===== config.mk =====
export PLATFORM = sky130hd
export DESIGN_NAME = positional_list_engine_top
export DESIGN_NICKNAME = d
export VERILOG_FILES = /design/src/design/ple_pkg.sv /design/src/design/positional_list_engine_top.sv /design/src/design/ple_ram.sv
export SDC_FILE = /design/constraint.sdc
export NUM_CORES = 2
export LEC_CHECK = 0
export ABC_AREA = 1
export BUFFER_PORTS_ARGS = -buffer_cell sky130_fd_sc_hd__buf_2
export CAP_MARGIN = 10
export CORE_UTILIZATION = 30
export CTS_BUF_LIST = sky130_fd_sc_hd__clkbuf_16
export CTS_CLUSTER_DIAMETER = 100
export CTS_CLUSTER_SIZE = 12
export DETAILED_ROUTE_END_ITERATION = 12
export GPL_TIMING_DRIVEN = 0
export PLACE_DENSITY = 0.56
export SYNTH_ARGS = -nofsm -noshare
export SYNTH_HDL_FRONTEND = slang
export SYNTH_SLANG_ARGS = --single-unit

===== constraint.sdc =====
create_clock -name clk -period 4.8 [get_ports clk]
set_input_delay 0.96 -clock clk [delete_from_list [all_inputs] [get_ports clk]]
set_output_delay 0.96 -clock clk [all_outputs]
set_load 0.05 [all_outputs]

===== src/design/ple_pkg.sv =====
// Shared definitions for the positional list engine.
// Field widths, operation codes and status codes; no dependencies.
`default_nettype none

package ple_pkg;

    localparam int unsigned POS_W  = 6;
    localparam int unsigned VAL_W  = 31;
    localparam int unsigned CNT_W  = 7;
    localparam int unsigned STAT_W = 3;
    localparam int unsigned OP_W   = 2;

    localparam int unsigned DEPTH_DEF = 64;

    typedef enum logic [OP_W-1:0] {
        OP_INSERT = 2'd0,
        OP_REMOVE = 2'd1,
        OP_READ   = 2'd2,
        OP_SEARCH = 2'd3
    } op_t;

    typedef enum logic [STAT_W-1:0] {
        STAT_OK        = 3'd0,
        STAT_FULL      = 3'd1,
        STAT_EMPTY     = 3'd2,
        STAT_RANGE     = 3'd3,
        STAT_NOT_FOUND = 3'd4
    } status_t;

endpackage

`default_nettype wire


===== src/design/positional_list_engine_top.sv =====
// Positional list engine: top level with the control sequencer and result register.
// Depends on ple_pkg and ple_ram.
`default_nettype none

// Ordered list of up to DEPTH 31-bit values held in one synchronous RAM,
// plus an entry count. One request is processed at a time; req_stall is low
// only while the engine is idle. Insert walks the entries from the end of the
// list down to the target position, moving each one up by one slot (one RAM
// read and one RAM write per cycle), then writes the new value. Remove walks
// up from the position moving each entry down. Read registers the RAM data as
// its result. Search streams every live entry through the read port, one per
// cycle unless a second match waits on a stalled response register, and
// compares it against the key. The single RAM port pair paces every walk. A
// search emits one response per matching position in rising order; one match
// is held back so that the final response can carry last. Errors (full,
// empty, position out of range, not found) give a single response with zero
// position and value. The result sits in an output register, so the next
// request is taken while that response waits. No clearing pass after reset:
// only entries below the count are ever read.
module positional_list_engine_top #(
    parameter int unsigned DEPTH = ple_pkg::DEPTH_DEF
) (
    input  wire logic                        clk,
    input  wire logic                        rst_n,
    // request channel
    input  wire logic                        req_valid,
    output logic                             req_stall,
    input  wire logic [ple_pkg::OP_W-1:0]    op,
    input  wire logic [ple_pkg::POS_W-1:0]   position,
    input  wire logic [ple_pkg::VAL_W-1:0]   value,
    // response channel
    output logic                             rsp_valid,
    input  wire logic                        rsp_stall,
    output logic [ple_pkg::STAT_W-1:0]       status,
    output logic [ple_pkg::POS_W-1:0]        found_position,
    output logic [ple_pkg::VAL_W-1:0]        read_value,
    output logic [ple_pkg::CNT_W-1:0]        entry_count,
    output logic                             last
);

    localparam int unsigned AW    = $clog2(DEPTH);
    localparam int unsigned CNT_W = ple_pkg::CNT_W;
    localparam int unsigned POS_W = ple_pkg::POS_W;
    localparam int unsigned VAL_W = ple_pkg::VAL_W;
    localparam logic [CNT_W-1:0] DEPTH_CNT = CNT_W'(DEPTH);
    localparam logic [CNT_W-1:0] ONE_CNT   = CNT_W'(1);

    typedef enum logic [2:0] {
        ST_IDLE,
        ST_INS,
        ST_REM,
        ST_RD,
        ST_SRCH,
        ST_RESP
    } state_t;

    // sequencer state
    state_t                    state_reg,  state_next;
    logic [CNT_W-1:0]          count_reg,  count_next;
    logic [CNT_W-1:0]          idx_reg,    idx_next;
    logic [POS_W-1:0]          pos_reg,    pos_next;
    logic [VAL_W-1:0]          val_reg,    val_next;

    // write-back stage of the shift walk
    logic                      wb_valid_reg, wb_valid_next;
    logic [CNT_W-1:0]          wb_addr_reg,  wb_addr_next;

    // search read pipeline and held match
    logic                      p_valid_reg,  p_valid_next;
    logic [POS_W-1:0]          p_idx_reg,    p_idx_next;
    logic                      hold_valid_reg, hold_valid_next;
    logic [POS_W-1:0]          hold_pos_reg,   hold_pos_next;
    logic [VAL_W-1:0]          hold_val_reg,   hold_val_next;

    // pending single response
    ple_pkg::status_t          res_status_reg, res_status_next;
    logic [POS_W-1:0]          res_pos_reg,    res_pos_next;
    logic [VAL_W-1:0]          res_val_reg,    res_val_next;

    // response register
    logic                      rsp_valid_reg,  rsp_valid_next;
    logic [ple_pkg::STAT_W-1:0] rsp_status_reg, rsp_status_next;
    logic [POS_W-1:0]          rsp_pos_reg,    rsp_pos_next;
    logic [VAL_W-1:0]          rsp_val_reg,    rsp_val_next;
    logic [CNT_W-1:0]          rsp_count_reg,  rsp_count_next;
    logic                      rsp_last_reg,   rsp_last_next;

    // RAM port
    logic                      mem_we;
    logic [AW-1:0]             mem_waddr;
    logic [VAL_W-1:0]          mem_wdata;
    logic [AW-1:0]             mem_raddr;
    logic [VAL_W-1:0]          mem_rdata;

    logic                      out_free;
    logic [CNT_W-1:0]          pos_in_ext;
    logic [CNT_W-1:0]          pos_reg_ext;
    logic [CNT_W-1:0]          idx_m1;
    logic [CNT_W-1:0]          idx_p1;
    logic                      match;
    logic                      blocked;
    ple_pkg::op_t              op_in;

    ple_ram #(
        .DEPTH (DEPTH),
        .WIDTH (VAL_W)
    ) u_ram (
        .clk   (clk),
        .we    (mem_we),
        .waddr (mem_waddr),
        .wdata (mem_wdata),
        .raddr (mem_raddr),
        .rdata (mem_rdata)
    );

    assign out_free    = !rsp_valid_reg || !rsp_stall;
    assign pos_in_ext  = CNT_W'(position);
    assign pos_reg_ext = CNT_W'(pos_reg);
    assign idx_m1      = idx_reg - ONE_CNT;
    assign idx_p1      = idx_reg + ONE_CNT;
    assign op_in       = ple_pkg::op_t'(op);
    assign match       = p_valid_reg && (mem_rdata == val_reg);
    // a second match needs the response register to flush the held one
    assign blocked     = match && hold_valid_reg && !out_free;

    always_comb
    begin
        state_next      = state_reg;
        count_next      = count_reg;
        idx_next        = idx_reg;
        pos_next        = pos_reg;
        val_next        = val_reg;
        wb_valid_next   = wb_valid_reg;
        wb_addr_next    = wb_addr_reg;
        p_valid_next    = p_valid_reg;
        p_idx_next      = p_idx_reg;
        hold_valid_next = hold_valid_reg;
        hold_pos_next   = hold_pos_reg;
        hold_val_next   = hold_val_reg;
        res_status_next = res_status_reg;
        res_pos_next    = res_pos_reg;
        res_val_next    = res_val_reg;

        rsp_valid_next  = rsp_valid_reg && rsp_stall;
        rsp_status_next = rsp_status_reg;
        rsp_pos_next    = rsp_pos_reg;
        rsp_val_next    = rsp_val_reg;
        rsp_count_next  = rsp_count_reg;
        rsp_last_next   = rsp_last_reg;

        mem_we          = 1'b0;
        mem_waddr       = wb_addr_reg[AW-1:0];
        mem_wdata       = mem_rdata;
        mem_raddr       = position[AW-1:0];

        unique case (state_reg)
            ST_IDLE:
            begin
                if (req_valid)
                begin
                    pos_next      = position;
                    val_next      = value;
                    wb_valid_next = 1'b0;
                    res_pos_next  = '0;
                    res_val_next  = '0;
                    state_next    = ST_RESP;
                    if (op_in == ple_pkg::OP_INSERT)
                    begin
                        if (count_reg == DEPTH_CNT)
                        begin
                            res_status_next = ple_pkg::STAT_FULL;
                        end
                        else if (pos_in_ext > count_reg)
                        begin
                            res_status_next = ple_pkg::STAT_RANGE;
                        end
                        else
                        begin
                            idx_next   = count_reg;
                            state_next = ST_INS;
                        end
                    end
                    else if (count_reg == '0)
                    begin
                        res_status_next = ple_pkg::STAT_EMPTY;
                    end
                    else if (op_in == ple_pkg::OP_SEARCH)
                    begin
                        idx_next        = '0;
                        p_valid_next    = 1'b0;
                        hold_valid_next = 1'b0;
                        state_next      = ST_SRCH;
                    end
                    else if (pos_in_ext >= count_reg)
                    begin
                        res_status_next = ple_pkg::STAT_RANGE;
                    end
                    else if (op_in == ple_pkg::OP_READ)
                    begin
                        // RAM read of position is already under way
                        state_next = ST_RD;
                    end
                    else
                    begin
                        idx_next   = pos_in_ext;
                        state_next = ST_REM;
                    end
                end
            end

            ST_INS:
            begin
                if (wb_valid_reg)
                begin
                    mem_we = 1'b1;
                end
                if (idx_reg > pos_reg_ext)
                begin
                    mem_raddr     = idx_m1[AW-1:0];
                    wb_valid_next = 1'b1;
                    wb_addr_next  = idx_reg;
                    idx_next      = idx_m1;
                end
                else
                begin
                    wb_valid_next = 1'b0;
                    if (!wb_valid_reg)
                    begin
                        mem_we          = 1'b1;
                        mem_waddr       = pos_reg[AW-1:0];
                        mem_wdata       = val_reg;
                        count_next      = count_reg + ONE_CNT;
                        res_status_next = ple_pkg::STAT_OK;
                        res_pos_next    = pos_reg;
                        state_next      = ST_RESP;
                    end
                end
            end

            ST_REM:
            begin
                if (wb_valid_reg)
                begin
                    mem_we = 1'b1;
                end
                if (idx_p1 < count_reg)
                begin
                    mem_raddr     = idx_p1[AW-1:0];
                    wb_valid_next = 1'b1;
                    wb_addr_next  = idx_reg;
                    idx_next      = idx_p1;
                end
                else
                begin
                    wb_valid_next = 1'b0;
                    if (!wb_valid_reg)
                    begin
                        count_next      = count_reg - ONE_CNT;
                        res_status_next = ple_pkg::STAT_OK;
                        res_pos_next    = pos_reg;
                        state_next      = ST_RESP;
                    end
                end
            end

            ST_RD:
            begin
                res_status_next = ple_pkg::STAT_OK;
                res_pos_next    = pos_reg;
                res_val_next    = mem_rdata;
                state_next      = ST_RESP;
            end

            ST_SRCH:
            begin
                if (blocked)
                begin
                    // re-read the same entry so the data stays put
                    mem_raddr = p_idx_reg[AW-1:0];
                end
                else
                begin
                    mem_raddr = idx_reg[AW-1:0];
                    if (match)
                    begin
                        if (hold_valid_reg)
                        begin
                            rsp_valid_next  = 1'b1;
                            rsp_status_next = ple_pkg::STAT_OK;
                            rsp_pos_next    = hold_pos_reg;
                            rsp_val_next    = hold_val_reg;
                            rsp_count_next  = count_reg;
                            rsp_last_next   = 1'b0;
                        end
                        hold_valid_next = 1'b1;
                        hold_pos_next   = p_idx_reg;
                        hold_val_next   = mem_rdata;
                    end
                    if (idx_reg < count_reg)
                    begin
                        p_valid_next = 1'b1;
                        p_idx_next   = idx_reg[POS_W-1:0];
                        idx_next     = idx_p1;
                    end
                    else
                    begin
                        p_valid_next = 1'b0;
                    end
                    if (!p_valid_reg && (idx_reg >= count_reg))
                    begin
                        // scan finished: the held match becomes the final one
                        if (hold_valid_reg)
                        begin
                            res_status_next = ple_pkg::STAT_OK;
                            res_pos_next    = hold_pos_reg;
                            res_val_next    = hold_val_reg;
                        end
                        else
                        begin
                            res_status_next = ple_pkg::STAT_NOT_FOUND;
                            res_pos_next    = '0;
                            res_val_next    = '0;
                        end
                        hold_valid_next = 1'b0;
                        state_next      = ST_RESP;
                    end
                end
            end

            ST_RESP:
            begin
                if (out_free)
                begin
                    rsp_valid_next  = 1'b1;
                    rsp_status_next = res_status_reg;
                    rsp_pos_next    = res_pos_reg;
                    rsp_val_next    = res_val_reg;
                    rsp_count_next  = count_reg;
                    rsp_last_next   = 1'b1;
                    state_next      = ST_IDLE;
                end
            end

            default:
            begin
                state_next = ST_IDLE;
            end
        endcase
    end

    always_ff @(posedge clk or negedge rst_n)
    begin
        if (!rst_n)
        begin
            state_reg      <= ST_IDLE;
            count_reg      <= '0;
            idx_reg        <= '0;
            pos_reg        <= '0;
            val_reg        <= '0;
            wb_valid_reg   <= 1'b0;
            wb_addr_reg    <= '0;
            p_valid_reg    <= 1'b0;
            p_idx_reg      <= '0;
            hold_valid_reg <= 1'b0;
            hold_pos_reg   <= '0;
            hold_val_reg   <= '0;
            res_status_reg <= ple_pkg::STAT_OK;
            res_pos_reg    <= '0;
            res_val_reg    <= '0;
            rsp_valid_reg  <= 1'b0;
            rsp_status_reg <= '0;
            rsp_pos_reg    <= '0;
            rsp_val_reg    <= '0;
            rsp_count_reg  <= '0;
            rsp_last_reg   <= 1'b0;
        end
        else
        begin
            state_reg      <= state_next;
            count_reg      <= count_next;
            idx_reg        <= idx_next;
            pos_reg        <= pos_next;
            val_reg        <= val_next;
            wb_valid_reg   <= wb_valid_next;
            wb_addr_reg    <= wb_addr_next;
            p_valid_reg    <= p_valid_next;
            p_idx_reg      <= p_idx_next;
            hold_valid_reg <= hold_valid_next;
            hold_pos_reg   <= hold_pos_next;
            hold_val_reg   <= hold_val_next;
            res_status_reg <= res_status_next;
            res_pos_reg    <= res_pos_next;
            res_val_reg    <= res_val_next;
            rsp_valid_reg  <= rsp_valid_next;
            rsp_status_reg <= rsp_status_next;
            rsp_pos_reg    <= rsp_pos_next;
            rsp_val_reg    <= rsp_val_next;
            rsp_count_reg  <= rsp_count_next;
            rsp_last_reg   <= rsp_last_next;
        end
    end

    // one request in flight at a time
    assign req_stall      = (state_reg != ST_IDLE);
    assign rsp_valid      = rsp_valid_reg;
    assign status         = rsp_status_reg;
    assign found_position = rsp_pos_reg;
    assign read_value     = rsp_val_reg;
    assign entry_count    = rsp_count_reg;
    assign last           = rsp_last_reg;

`ifndef NO_ASSERTIONS
    a_count_bound : assert property (@(posedge clk) disable iff (!rst_n)
        count_reg <= DEPTH_CNT)
        else $error("entry count above list depth");

    a_nonlast_ok : assert property (@(posedge clk) disable iff (!rst_n)
        (rsp_valid_reg && !rsp_last_reg) |-> (rsp_status_reg == ple_pkg::STAT_OK))
        else $error("intermediate response without ok status");

    a_error_zero : assert property (@(posedge clk) disable iff (!rst_n)
        (rsp_valid_reg && (rsp_status_reg != ple_pkg::STAT_OK))
            |-> (rsp_pos_reg == '0 && rsp_val_reg == '0 && rsp_last_reg))
        else $error("error response with nonzero payload or not last");

    a_idle_no_write : assert property (@(posedge clk) disable iff (!rst_n)
        (state_reg == ST_IDLE) |-> !mem_we)
        else $error("RAM write while idle");
`endif

endmodule

`default_nettype wire


===== src/design/ple_ram.sv =====
// Single-port-write, single-port-read synchronous RAM for the list entries.
// Registered read data; depends on ple_pkg for defaults.
`default_nettype none

module ple_ram #(
    parameter int unsigned DEPTH = ple_pkg::DEPTH_DEF,
    parameter int unsigned WIDTH = ple_pkg::VAL_W,
    localparam int unsigned AW   = $clog2(DEPTH)
) (
    input  wire logic             clk,
    input  wire logic             we,
    input  wire logic [AW-1:0]    waddr,
    input  wire logic [WIDTH-1:0] wdata,
    input  wire logic [AW-1:0]    raddr,
    output logic      [WIDTH-1:0] rdata
);

    logic [WIDTH-1:0] mem [DEPTH];

    // read returns the old contents on a same-address write
    always_ff @(posedge clk)
    begin
        if (we)
        begin
            mem[waddr] <= wdata;
        end
        rdata <= mem[raddr];
    end

endmodule

`default_nettype wire


; ---- Word-level counts from Yosys, hierarchy flattened
; Memories as Yosys holds them, arrays and structs flattened. A register that Yosys moved wholly into a read port is not among the register bits.
; Index checks and enable logic that the tools add are counted.
[totals]
memories = 1
output_inout_bits = 50
regBits = 195
mem_bits_rw = 1984
[mem_list]
columns = memory, words, word_bits, rd, rd_ports_with_merged_regs, wr, line_no
row1 = u_ram.mem, 64, 31, 1, 1, 1, ple_ram.sv:18  ; logic [WIDTH-1:0] mem [DEPTH];
[classes]
n_reduce_logical = 35
n_eq_ne = 34
mux = 124
order_cmp = 6
bitwise = 1
addsub = 4
[op_table]
columns = operator, n
row1 = 31-bit two-way mux, 11
row2 = 7-bit two-way mux, 20
row3 = 6-bit two-way mux, 19
row4 = 31-bit case mux with 3 select lines, 1
row5 = 3-bit two-way mux, 30
row6 = 31-bit case mux with 2 select lines, 1
row7 = "2-bit inequality test, second input constant", 16
row8 = 31-bit == test, 1
row9 = 6-bit case mux with 5 select lines, 1
row10 = 7-bit case mux with 2 select lines, 2
row11 = 7-bit case mux with 4 select lines, 1
row12 = 1-bit two-way mux, 26
row13 = 6-bit case mux with 2 select lines, 2
row14 = "4-bit inequality test, second input constant", 5
row15 = 3-bit case mux with 6 select lines, 1
row16 = 6-bit case mux with 3 select lines, 1
row17 = 6-bit AND reduction, 3
row18 = 3-bit case mux with 5 select lines, 1
row19 = "7-bit by 1-bit adder with 7-bit output, second input constant", 2
row20 = 7-bit < comparator, 2
row21 = "7-bit by 1-bit subtractor with 7-bit output, second input constant", 2
row22 = "3-bit inequality test, second input constant", 4
row23 = 11-bit AND reduction, 1
row24 = 1-bit case mux with 2 select lines, 5
row25 = 28 further kinds, 46

; ---- Depth between registers and ports, before layout
[logic_depth]
ltp_word = 8
ltp_mapped = 27
ltp_nobuf = 24

; ---- Modules after synthesis
; Synthesis repeated with hierarchy kept, for this count alone.
[unflattened]
hier_cells = 8323
hier_area_um2 = 91743.0
[by_module_without_submodules]
columns = module, area_per_inst_um2, instances, cells_each, seq_area_each_um2
row1 = ple_ram, 80576.0, 1, 6743, 60197.7
row2 = positional_list_engine_top, 11167.0, 1, 1580, 4879.7

; ---- Worst setup path before layout
; OpenSTA, ideal clock, no wires.
[synth_timing]
kind = register -> register
from = register idx_reg[4]
to = memory u_ram.mem[0][30] (netlist bit) (data pin)
setup_slack_ns = -0.265
arrival_ns = 4.363
stages_incl_launch_ff = 13
path_buffers = 2
t_required_ns = 4.098
synth_period_minus_slack_ns = 5.065
path_cell_list = dfrtp_1 -> ha_1 -> nand2_1 -> inv_1 -> o21ai_0 -> nand3_1 -> nand2_1 -> inv_2 -> nor2_1 -> nand2_1 -> clkbuf_1 -> buf_1 -> o21ai_0
[synth_between]
elab_chain_cells = 3
[synth_rtl]
columns = item, line_no
row1 = from (decl), positional_list_engine_top.sv:60  ; logic [CNT_W-1:0] idx_reg, idx_next;
row2 = from (signal assigned), positional_list_engine_top.sv:381  ; idx_reg <= idx_next;
row3 = 7-bit by 6-bit greater-than comparator with 1-bit output, positional_list_engine_top.sv:217  ; if (idx_reg > pos_reg_ext)
row4 = 31-bit two-way mux, positional_list_engine_top.sv:217
row5 = 31-bit two-way mux, positional_list_engine_top.sv:156  ; unique case (state_reg)
row6 = via mem_wdata[30], positional_list_engine_top.sv:91  ; logic [VAL_W-1:0] mem_wdata;
row7 = to (decl), ple_ram.sv:18
; The timed path passes the listed nets, and every way through them passes these cells.

; ---- Worst setup path in the final report
[layout_timing]
from = register state_reg[2]
to = register u_ram.rdata[16] (read register of u_ram.mem)
[layout_between]
elab_chain_cells = 2
[layout_rtl]
columns = item, line_no
row1 = from (decl), positional_list_engine_top.sv:58  ; state_t state_reg, state_next;
row2 = from (signal assigned), positional_list_engine_top.sv:379  ; state_reg <= state_next;
row3 = "3-bit == test, or another cell as far along", positional_list_engine_top.sv:156
row4 = 6-bit case mux with 3 select lines (*), positional_list_engine_top.sv:156
row5 = to (decl), ple_ram.sv:15  ; output logic [WIDTH-1:0] rdata
; Mark *: on every way between the ends. The rest lies on a longest branch, timed or not.
; A chain may end at the register's enable or synchronous reset.

==> impl_metrics.toml <==
[status]
status = "finished, final reports clean"

[global_routing]
gr-usage-met3 = 0.0408
grt_pass1_vias = 67729
gr-total-overflow = 0
grtUsageTotal = 0.202
grtUsageMet2 = 0.314
grt_max_degree = 121
use_met1 = 0.274
grt_busiest_layer = "met2"
antenna_found_initial = 33
grt_pass1_wl_um = 480000

[sta]
holdWs_ps = 43.3
period_needed_ps = 4800
maxSlewViolCount = 0
fmax_mhz = 209
slew_headroom = 0.180
hold_violations = 0
rsz0062_at_grt = "true"
period_share = 0.999
clock_skew_ps = 90.8
tightest_slew_ps = 1230
setup_violations = 0

[layout]
largest_reg_flops = 1984
nFillCells = 31589
syn2layout_area_growth_pct = 17.9
multi_input_area_sq_um = 27700
drive_gt1_frac = 0.131
finalNetCount = 9776
final-seq-area_sq_um = 65100
regMostFlops = "u_ram.mem"

[synth]
synth_edf_count = 1984
ys.flop_type = "edfxtp_1"
synth_nets = 9299
synth_area_sq_um = 97300
synth_warnings = 0
synthDistinctLibCells = 52
postSynthCellCount = 9219
avgSynthCellArea_sq_um = 10.6
ys_ff_latch = 2210
postSynth.asyncResetShare = 0.0882
synth.yosys.seq_area_share = 0.669

[detailed_routing]
wire_per_inst_um = 24.2
first_pass_iters = 8
routed_wl_um = 340000
vias = 72002
drt_iter0_drc = 9046
drc = 0
vias_per_cell = 5.13
drtAntennaViolNets = 0

[clocking]
cts_tree = "yes"
cts_sinks = 2210
cts_buffer_depth = 3
ctsHtreeMaxLevel = 4
holdBufCountCts = 0
clock-root-buffer = "clkbuf_16"
clkLatencyLatePin_ps = 910
clkTransAtPathRegs_ps = 70
cts-buffers-inserted = 203

[setup_path]
crit_path_max_incr_delay_ps = 950
end_kind = "flop"
crit_path_max_fanout = 10
critPathKind = "flop to flop"
critPathLaunchType = "flop"
critPathRequiredTime_ps = 5640
worstPathArrival_ps = 5640
cp_slowest_cell = "clkdlybuf4s15_1"
crit_chain = "nor3_4 > inv_2 > nand2_2 > nor2_1 > nand2_1 > buf_2 > clkdlybuf4s15_1 > buf_2 > nand3_1 > nand2_1 > nand2_1 > nand3_1 > nand3_1 > nand3_4 > nand3_4 > nand2_4"

[place]
gp_congestion = 1.02
io_buffers = 92
dp_hpwl_um = 245000

[floorplan]
dieWidth_um = 572
io_pins = 93
die_y_um = 572
start_util = 0.302
die_area_sq_um = 327000
coreArea_sq_um = 322000
rows = 208

[run]
maxCapViolCount = 0

[hold_path]
hp-class = "primary input to async pin"
[metrics by stage]
stage	TNS [ps]	cell area (sq um)	cells	setup WS, ps	utilization
CTS	-19880	113000	14004	-184	0.352
floorplan	-444030	97300	9219	-228	-
global route	-409	115000	14029	-44.7	0.356
global placement	-	103000	13616	-9220	0.320
finish	0	115000	14043	4.50	0.356
detailed placement	-260210	107000	13758	-1420	0.332
[cells in the final DEF, fill, tap and decap left out, drive strengths merged, types with 36 or more instances in the layout]
cell type     n
nor2        164
o21ai       249
a21oi        48
edfxtp     1984
buf         603
dfrtp       195
nand3b      373
clkbuf      469
nand2      2314
nand3      2149
inv         968
ha           36
[final timing paths]
path                       slack (ps)         endpoint    startpoint  cells after the start
setup / recovery                    5  u_ram.rdata[16]  state_reg[2]                     16
hold / removal                     40             last         rst_n                      1
setup reg to reg                    5  u_ram.rdata[16]  state_reg[2]                     16
hold reg to reg                   480             last          last                      2
max in group asynchronous        3710      val_reg[12]         rst_n                      2
min in group clk                  310      val_reg[22]     value[22]                      3
[synthesized netlist by cell type, types with 3 or more instances]
| master | number | area share |
|---|---|---|
| a211oi_1 | 3 | 0.00023 |
| a21oi_1 | 48 | 0.0025 |
| a221oi_1 | 3 | 0.00027 |
| a311oi_1 | 31 | 0.0028 |
| buf_1 | 20 | 0.00077 |
| buf_2 | 398 | 0.020 |
| buf_4 | 22 | 0.0017 |
| clkbuf_1 | 163 | 0.0063 |
| dfrtp_1 | 195 | 0.050 |
| dfxtp_1 | 31 | 0.0064 |
| edfxtp_1 | 1984 | 0.61 |
| ha_1 | 36 | 0.0046 |
| inv_1 | 911 | 0.035 |
| inv_2 | 37 | 0.0014 |
| mux2_2 | 4 | 0.00046 |
| nand2_1 | 2312 | 0.089 |
| nand3_1 | 2147 | 0.11 |
| nand3b_1 | 373 | 0.029 |
| nand4_1 | 18 | 0.0012 |
| nor2_1 | 154 | 0.0059 |
| nor2_2 | 3 | 0.00019 |
| nor3_1 | 18 | 0.00093 |
| nor4_1 | 3 | 0.00019 |
| o211ai_1 | 7 | 0.00054 |
| o21ai_0 | 209 | 0.011 |
| o21ai_1 | 37 | 0.0019 |
| o21ai_2 | 3 | 0.00027 |
| o22ai_1 | 3 | 0.00019 |
| o32ai_1 | 5 | 0.00045 |
| or2_2 | 3 | 0.00019 |
| or4_1 | 3 | 0.00023 |
| xor2_1 | 10 | 0.00090 |
[layout make-up]
class                   instances  share of cell area
well taps                    4305              0.0470
inverters                     949              0.0311
repair buffers                267              0.0328
diodes                         15            0.000327
flip-flops and latches       2210               0.567
clock inverters                28             0.00298
multi-input cells            5460               0.242
clock buffers                 204              0.0445
plain buffers                 605              0.0324
[repair_timing]
item	4_1_cts	5_1_grt
setup endpoints to repair	1240	785
hold endpoints to repair	0	0
pin swaps	6	28
setup buffers	12	18
resized for setup	220	343
gates cloned	2	5
[critical path, delay by kind of cell (launching register included)]
kind          cells  cell delay [ps]
buf+inv           4             1950
flops             1              500
simple gates     12             2250
[layer usage]
metal	routed length [um]	part of all wire
met2	152000	0.45
met4	14500	0.043
met3	33400	0.098
met5	42	0.00012
met1	140000	0.41
[cell families after synthesis]
kind of cell	after synthesis	synth area share
AO/OA/AOI/OAI	359	0.0207
XOR/XNOR	11	0.000990
adder cells (fa/ha/maj)	37	0.00483
buffers and inverters	1554	0.0661
flip-flops	2210	0.669
multiplexers	5	0.000566
AND/OR/NAND/NOR	5043	0.238
Power is not shown: default switching activity piles up to over one toggle a cycle in this logic, so the estimate is an artifact.
